$ cat config.mk
export PLATFORM = sky130hd
export DESIGN_NAME = vector_magnitude_isqrt_flat
export DESIGN_NICKNAME = d
export VERILOG_FILES = /design/src/design/vmi_pkg.sv /design/src/design/vmi_sample_if.sv /design/src/design/vmi_length_if.sv /design/src/design/vector_magnitude_isqrt.sv /design/src/flat_wrapper.sv
export SDC_FILE = /design/constraint.sdc
export NUM_CORES = 2
export LEC_CHECK = 0
export ABC_AREA = 0
export BUFFER_PORTS_ARGS = -buffer_cell sky130_fd_sc_hd__clkbuf_2
export CELL_PAD_IN_SITES_DETAIL_PLACEMENT = 0
export CELL_PAD_IN_SITES_GLOBAL_PLACEMENT = 1
export CORE_AREA = 2 2 398 400
export DETAILED_ROUTE_END_ITERATION = 7
export DIE_AREA = 0 0 400 402
export GPL_TIMING_DRIVEN = 0
export PLACE_DENSITY_LB_ADDON = 0.1
export SLEW_MARGIN = 10
export SYNTH_ARGS = -nofsm -noshare
export SYNTH_HDL_FRONTEND = slang
export SYNTH_SLANG_ARGS = --single-unit
$ cat constraint.sdc
create_clock -name clk -period 35.7 [get_ports clk]
set_clock_uncertainty 0.1 [all_clocks]
set_input_delay 7.14 -clock clk [delete_from_list [all_inputs] [get_ports clk]]
set_output_delay 7.14 -clock clk [all_outputs]
set_load 0.01 [all_outputs]
$ cat src/design/vmi_pkg.sv
`default_nettype none

package vmi_pkg;

    // Width of the magnitude result
    localparam int OUT_W = 16;

    typedef logic [OUT_W-1:0] length_t;

endpackage

`default_nettype wire

$ cat src/design/vmi_sample_if.sv
`default_nettype none

interface vmi_sample_if #(
    parameter int W = 16
);
    logic                valid;
    logic                ready;
    logic signed [W-1:0] rate_x;
    logic signed [W-1:0] rate_y;
    logic signed [W-1:0] rate_z;

    modport source (output valid, output rate_x, output rate_y, output rate_z, input ready);
    modport sink   (input valid, input rate_x, input rate_y, input rate_z, output ready);
endinterface

`default_nettype wire

$ cat src/design/vmi_length_if.sv
`default_nettype none

interface vmi_length_if;
    import vmi_pkg::*;

    logic    valid;
    logic    ready;
    length_t vector_length;

    modport source (output valid, output vector_length, input ready);
    modport sink   (input valid, input vector_length, output ready);
endinterface

`default_nettype wire

$ cat src/design/vector_magnitude_isqrt.sv
// Channel   Dir   Payload                          Transfer
// sample    in    rate_x, rate_y, rate_z (signed)  valid & ready
// length    out   vector_length (16b unsigned)     valid & ready
//
// One sample per cycle while the length sink keeps up. The stages are abs,
// square, sum, then one root digit per stage over SAMPLE_WIDTH + 1 stages,
// then the output register. Reset clears only the valid bits. The whole
// pipe freezes while a result waits at the output, so nothing is dropped or
// repeated under stalls.
`default_nettype none

module vector_magnitude_isqrt #(
    parameter int SAMPLE_WIDTH = 16
) (
    input  logic          clk,
    input  logic          rst_n,
    vmi_sample_if.sink    sample,
    vmi_length_if.source  length
);
    import vmi_pkg::*;

    localparam int W     = SAMPLE_WIDTH;
    localparam int RW    = W + 1;          // root width
    localparam int RAD_W = 2 * RW;         // radicand width
    localparam int REM_W = RW + 2;         // partial remainder width
    localparam int NS    = RW + 1;         // root stages incl. load stage

    logic advance;

    // stage A: magnitudes
    logic         a_vld_reg;
    logic [W-1:0] mag_x_reg, mag_y_reg, mag_z_reg;
    // stage B: squares
    logic           b_vld_reg;
    logic [2*W-1:0] sq_x_reg, sq_y_reg, sq_z_reg;
    // root stages
    logic             rt_vld_reg [NS];
    logic [RAD_W-1:0] rad_reg    [NS];
    logic [REM_W-1:0] rem_reg    [NS];
    logic [RW-1:0]    root_reg   [NS];
    logic [RAD_W-1:0] rad_next   [NS];
    logic [REM_W-1:0] rem_next   [NS];
    logic [RW-1:0]    root_next  [NS];
    logic [REM_W-1:0] rem_sh     [NS-1];
    logic [REM_W-1:0] trial      [NS-1];
    logic             ge         [NS-1];
    // output
    logic                  out_vld_reg;
    length_t               len_reg;
    length_t               len_next;
    logic [RW+OUT_W-1:0]   root_ext;

    function automatic logic [W-1:0] abs_mag(input logic [W-1:0] v);
        abs_mag = v[W-1] ? W'(~v + 1'b1) : v;
    endfunction

    assign advance       = !out_vld_reg || length.ready;
    assign sample.ready  = advance;
    assign length.valid  = out_vld_reg;
    assign length.vector_length = len_reg;

    always_comb
    begin
        rad_next[0]  = RAD_W'({2'b00, sq_x_reg}) + RAD_W'({2'b00, sq_y_reg})
                     + RAD_W'({2'b00, sq_z_reg});
        rem_next[0]  = '0;
        root_next[0] = '0;
        for (int k = 0; k < NS - 1; k++)
        begin
            // bring down the next two radicand bits and try root*4 + 1
            rem_sh[k] = {rem_reg[k][REM_W-3:0], rad_reg[k][RAD_W-1 -: 2]};
            trial[k]  = {root_reg[k], 2'b01};
            ge[k]     = rem_sh[k] >= trial[k];
            rem_next[k+1]  = ge[k] ? rem_sh[k] - trial[k] : rem_sh[k];
            root_next[k+1] = {root_reg[k][RW-2:0], ge[k]};
            rad_next[k+1]  = {rad_reg[k][RAD_W-3:0], 2'b00};
        end
    end

    always_comb
    begin
        root_ext = {{OUT_W{1'b0}}, root_reg[NS-1]};
        len_next = (|root_ext[RW+OUT_W-1:OUT_W]) ? '1 : root_ext[OUT_W-1:0];
    end

    always_ff @(posedge clk or negedge rst_n)
    begin
        if (!rst_n)
        begin
            a_vld_reg   <= 1'b0;
            b_vld_reg   <= 1'b0;
            out_vld_reg <= 1'b0;
            for (int k = 0; k < NS; k++)
            begin
                rt_vld_reg[k] <= 1'b0;
            end
        end
        else if (advance)
        begin
            a_vld_reg     <= sample.valid;
            b_vld_reg     <= a_vld_reg;
            rt_vld_reg[0] <= b_vld_reg;
            for (int k = 1; k < NS; k++)
            begin
                rt_vld_reg[k] <= rt_vld_reg[k-1];
            end
            out_vld_reg   <= rt_vld_reg[NS-1];
        end
    end

    always_ff @(posedge clk)
    begin
        if (advance)
        begin
            mag_x_reg <= abs_mag(sample.rate_x);
            mag_y_reg <= abs_mag(sample.rate_y);
            mag_z_reg <= abs_mag(sample.rate_z);
            sq_x_reg  <= mag_x_reg * mag_x_reg;
            sq_y_reg  <= mag_y_reg * mag_y_reg;
            sq_z_reg  <= mag_z_reg * mag_z_reg;
            for (int k = 0; k < NS; k++)
            begin
                rad_reg[k]  <= rad_next[k];
                rem_reg[k]  <= rem_next[k];
                root_reg[k] <= root_next[k];
            end
            len_reg <= len_next;
        end
    end

endmodule

`default_nettype wire

$ cat src/flat_wrapper.sv
// flat-port wrapper written by rule: the top's interface ports become plain ports
module vector_magnitude_isqrt_flat import vmi_pkg::*;
#(
    parameter int SAMPLE_WIDTH = 16
)
  (clk, rst_n, sample_valid, sample_rate_x, sample_rate_y, sample_rate_z, sample_ready, length_valid, length_vector_length, length_ready);
  vmi_sample_if #(.W(SAMPLE_WIDTH)) sample_i ();
  vmi_length_if length_i ();
  input  logic clk;
  input  logic rst_n;
  input wire logic [$bits(sample_i.valid)-1:0] sample_valid;
  input wire logic [$bits(sample_i.rate_x)-1:0] sample_rate_x;
  input wire logic [$bits(sample_i.rate_y)-1:0] sample_rate_y;
  input wire logic [$bits(sample_i.rate_z)-1:0] sample_rate_z;
  output wire logic [$bits(sample_i.ready)-1:0] sample_ready;
  output wire logic [$bits(length_i.valid)-1:0] length_valid;
  output wire logic [$bits(length_i.vector_length)-1:0] length_vector_length;
  input wire logic [$bits(length_i.ready)-1:0] length_ready;
  assign sample_i.valid = sample_valid;
  assign sample_i.rate_x = sample_rate_x;
  assign sample_i.rate_y = sample_rate_y;
  assign sample_i.rate_z = sample_rate_z;
  assign sample_ready = sample_i.ready;
  assign length_valid = length_i.valid;
  assign length_vector_length = length_i.vector_length;
  assign length_i.ready = length_ready;
  vector_magnitude_isqrt #(.SAMPLE_WIDTH(SAMPLE_WIDTH)) u_core (.clk(clk), .rst_n(rst_n), .sample(sample_i), .length(length_i));
endmodule
Word level (Yosys, flattened, before mapping)
Memory sizes are Yosys's and may differ from the RTL's.
Cells that the tools add are included.
Word-level totals
  flip-flop bits (word level): 181
  RAM bits: 1260
  bits of input ports: 52
  word-level logic and storage cells: 103
  memories kept: 3
Operators by class
  $add $sub $neg: 22
  multiply operators: 3
  order comparisons: 17
  multiplexer cells: 22
  bitwise logic cells: 3
  reductions and logical operators: 2
Memories
  u_core.rad_reg: depth 18, bits a word 34, read ports 17, clocked after memory_dff 0, wr ports 18, RTL line vector_magnitude_isqrt.sv:38  | logic [RAD_W-1:0] rad_reg [NS];
  u_core.rem_reg: depth 18, bits a word 19, read ports 17, clocked after memory_dff 0, wr ports 18, RTL line vector_magnitude_isqrt.sv:39  | logic [REM_W-1:0] rem_reg [NS];
  u_core.root_reg: depth 18, bits a word 17, read ports 18, clocked after memory_dff 0, wr ports 18, RTL line vector_magnitude_isqrt.sv:40  | logic [RW-1:0] root_reg [NS];
Operator list (count)
  19-bit greater-or-equal comparator: 17
  19-bit two-way mux: 17
  19-bit subtractor: 17
  16-bit by 16-bit multiplier with 32-bit output: 3
  16-bit by 1-bit adder with 16-bit output (second input constant): 3
  16-bit NOT: 3
  15-bit two-way mux: 3
  34-bit by 32-bit adder with 34-bit output: 1
  32-bit by 32-bit adder with 33-bit output: 1
  1-bit two-way mux: 2
  1-bit logical NOT: 1
  1-bit logical OR: 1

Longest topological paths before layout
  depth after elaboration: 4
  mapped depth: 25

Least setup slack after synthesis
Ideal clock, no wire load.
  kind: input port to output port
  from: in length_ready
  to: out sample_ready
  arrival: 30927 ps
  path slack: -2467 ps
  cell stages on the path: 2
  cells stage by stage: nand2b_1 > buf_1
Between the ends
  word-level cells in the longest chain between the ends: 1
Ends and longest elaborated chain
  from (decl): RTL line flat_wrapper.sv:18  | input wire logic [$bits(length_i.ready)-1:0] length_ready;
  1-bit logical OR: RTL line vector_magnitude_isqrt.sv:57  | assign advance = !out_vld_reg || length.ready;
  to (decl): RTL line flat_wrapper.sv:15  | output wire logic [$bits(sample_i.ready)-1:0] sample_ready;
No other way between the ends.

Worst setup path after layout
Ends and elaborated chain as after synthesis.

==> metrics <==
n_diodes=0; total wirelength of the detailed-routed design=134000 µm; EDFF count, synth=870; number of antenna violations at the first check in global routing=2; launch instance of the worst min-delay path=u_core.rad_reg[1][11]$_DFFE_PP_; cell chain of the critical path=clkbuf_2 > nand2b_1 > buf_8 > buf_16 > buf_16 > buf_16 > buf_16 > clkbuf_2; RSZ-0062 raised after global routing=no; fin crit share=47.9%; number of post-CTS setup repair buffers=0; synthesized instance count=5480; Layout Cells excl Fill=7818; Longest Clk Path Bufs=3; setup slack of the most critical reg-to-reg path=27.47 ns; detailed placement HPWL=106000 µm; CTS resizes=0; worst relative slew slack=34.4%; pin count of the biggest net entering global routing=118; vias per std cell=4.85; Worst path most repeated cell=sky130_fd_sc_hd__buf_16; Antenna Violating Nets Remaining=0; Synth async-reset ratio=2.36%; Top Family by Delay on Critical Path=buffers and inverters; TritonCTS clock tree=done; fmax=58.5 MHz; Die Outline Area=161000 µm²; final routed wire length divided by cell count=17.1 µm; vias in the first global route=39299; crit path max fanout=107; CP Buf/Inv Count=7; router iterations before antenna repair=6; DRC marker count from the first detailed-route iteration=1739; cell count after placement=7632; depth of the most critical reg-to-reg path=23; final-report setup violation count=0; die span in x=400 µm; vertical die dimension=402 µm; Hold Fails Final Rpt=0; delay of the slowest critical-path stage=0.44 ns; global-route usage over all layers=16.9%; worst-skew pair later-pin latency=0.70 ns; total number of vias=37902; commonest cells after routing, fill and taps aside=sky130_fd_sc_hd__inv_1 (991), sky130_fd_sc_hd__edfxtp_1 (870), sky130_fd_sc_hd__ha_1 (540), sky130_fd_sc_hd__fa_1 (487), sky130_fd_sc_hd__nand2_1 (418); wire length of the first global-routing pass=214000 µm; sequential element share of the synthesized area=42.8%; minimum hold slack=0.285 ns; aggregate negative setup slack=0 ns; Area growth, synth to finish=10.4%; root cell of the clock tree=sky130_fd_sc_hd__clkbuf_16; core region area=157000 µm²; number of buffers created by CTS=101; Most used DFF post-synth=sky130_fd_sc_hd__edfxtp_1; commonest non-fill, non-tap cell in the layout=sky130_fd_sc_hd__inv_1; instance count along the most critical hold path=0; Post-CTS Hold Buffers=0; final RePlAce weighted congestion=0.841; max-cap violation count=0; Mean Syn Cell Area=11.4 µm²; row count=146; Reg-to-Reg End=u_core.sq_z_reg[30]$_DFFE_PP_; endpoint required time on the critical path=28.46 ns; critical path data arrival time=9.86 ns; slowest CP cell=sky130_fd_sc_hd__buf_16; H-tree Lvls=3; Clock Sink Count=891; CP startpoint kind=input port; FF+latch count, synth=891; fraction of layout instances using a drive strength above 1=5.86%; WHS Endpoint=u_core.rad_reg[2][13]$_DFFE_PP_; count of final max-slew check failures=0; number of flip-flops in the largest register=306; number of top-level design ports=70; # nets final=6742; final global-route overflow total=0; number of synthesis warnings=0; Worst Setup Path Type=input port to primary output; slew at the pin closest to its max-slew limit=0.972 ns; run status=finished, final reports clean; number of buffers added on ports=69; initial standard-cell utilization of the core=39.7%; type of element capturing the critical path=primary output; Worst-path clk slew=0.06 ns; DRC violations left=0; worst hold-check path type=register to register; Synth cell types=87; area of the mapped netlist=62300 µm²; post-route minimum period=17.10 ns; RR Startpoint=u_core.mag_z_reg[4]$_DFFE_PP_
==> cells by family (layout without fill, tap and decap cells) <==
kind of cell,Yosys count,in the layout,synth area share [%]
buf+inv,1087,1351,6.56
flops,891,891,42.8
mux,45,45,0.809
other cells,1,3,0.00602
fa+ha+maj,1027,1027,26.5
simple gates,1244,1244,9.67
compound gates,809,809,8.43
xor+xnor,376,376,5.28
==> worst reg2reg max path: stages (launching register included) <==
cell and delay (ns):
sky130_fd_sc_hd__edfxtp_1 0.48, sky130_fd_sc_hd__clkbuf_1 0.58, sky130_fd_sc_hd__clkbuf_1 0.66, sky130_fd_sc_hd__nand2_1 0.21
sky130_fd_sc_hd__inv_1 0.12, sky130_fd_sc_hd__fa_1 0.41, sky130_fd_sc_hd__inv_1 0.08, sky130_fd_sc_hd__fa_1 0.40
sky130_fd_sc_hd__inv_1 0.09, sky130_fd_sc_hd__fa_1 0.46, sky130_fd_sc_hd__fa_1 0.51, sky130_fd_sc_hd__fa_1 0.49
sky130_fd_sc_hd__inv_1 0.05, sky130_fd_sc_hd__fa_1 0.52, sky130_fd_sc_hd__inv_1 0.06, sky130_fd_sc_hd__ha_1 0.33
sky130_fd_sc_hd__and3_1 0.20, sky130_fd_sc_hd__a221o_1 0.40, sky130_fd_sc_hd__a211o_1 0.29, sky130_fd_sc_hd__a2111o_1 0.39
sky130_fd_sc_hd__a31oi_1 0.28, sky130_fd_sc_hd__o21ai_1 0.18, sky130_fd_sc_hd__a311oi_1 0.33, sky130_fd_sc_hd__xnor2_1 0.33
==> through the flow <==
| stage | cell area, µm² | util, % | setup slack, ns |
|---|---|---|---|
| after floorplan | 62300 | - | 0.284 |
| after global placement | 65300 | 41.6 | -11.67 |
| after detailed placement | 65500 | 41.7 | 18.56 |
| after CTS | 68800 | 43.8 | 18.55 |
| after global routing | 68800 | 43.8 | 18.33 |
| final | 68800 | 43.8 | 18.60 |
==> cell type report <==
| type | instances | area [µm²] |
|---|---|---|
| Inverter | 993 | 3730 |
| Buffer | 94 | 373 |
| Timing Repair Buffer | 78 | 593 |
| Clock buffer | 123 | 2610 |
| Multi-Input combinational cell | 3504 | 31600 |
| Fill cell | 14992 | 88300 |
| Sequential cell | 891 | 26700 |
| Clock inverter | 63 | 658 |
| Tap cell | 2072 | 2590 |
==> cell usage after synthesis (108+ instances only) <==
cell type                  instances  share of area, %
sky130_fd_sc_hd__a21o_1          108               1.3
sky130_fd_sc_hd__nor2_1          257               1.5
sky130_fd_sc_hd__and2_1          128               1.3
sky130_fd_sc_hd__inv_1           991               6.0
sky130_fd_sc_hd__o21ai_0         170               1.4
sky130_fd_sc_hd__a21oi_1         226               1.8
sky130_fd_sc_hd__xnor2_1         246               3.5
sky130_fd_sc_hd__xor2_1          130               1.8
sky130_fd_sc_hd__nand2_1         418               2.5
sky130_fd_sc_hd__ha_1            540                11
sky130_fd_sc_hd__fa_1            487                16
sky130_fd_sc_hd__edfxtp_1        870                42
==> metal layers <==
metal  track usage, %  vias to the layer above  wire length, µm
met5                0                        -               18
met4             5.55                        2             4620
met3             2.24                      183             3730
met2             29.5                      416            66500
met1             21.6                    18418            58700
li1                 -                    18883                -
==> how the worst max path moves through the flow <==
stage | from | endpoint | slack, ns | cells after the start
floorplan | length_ready | sample_ready | 0.28 | 2
global placement | length_ready | sample_ready | -11.67 | 4
detailed placement | length_ready | sample_ready | 18.56 | 8
CTS | length_ready | sample_ready | 18.55 | 8
global route | length_ready | sample_ready | 18.33 | 8
finish | length_ready | sample_ready | 18.60 | 8
Power is not shown: default switching activity piles up to over one toggle a cycle in this logic, so the estimate is an artifact.
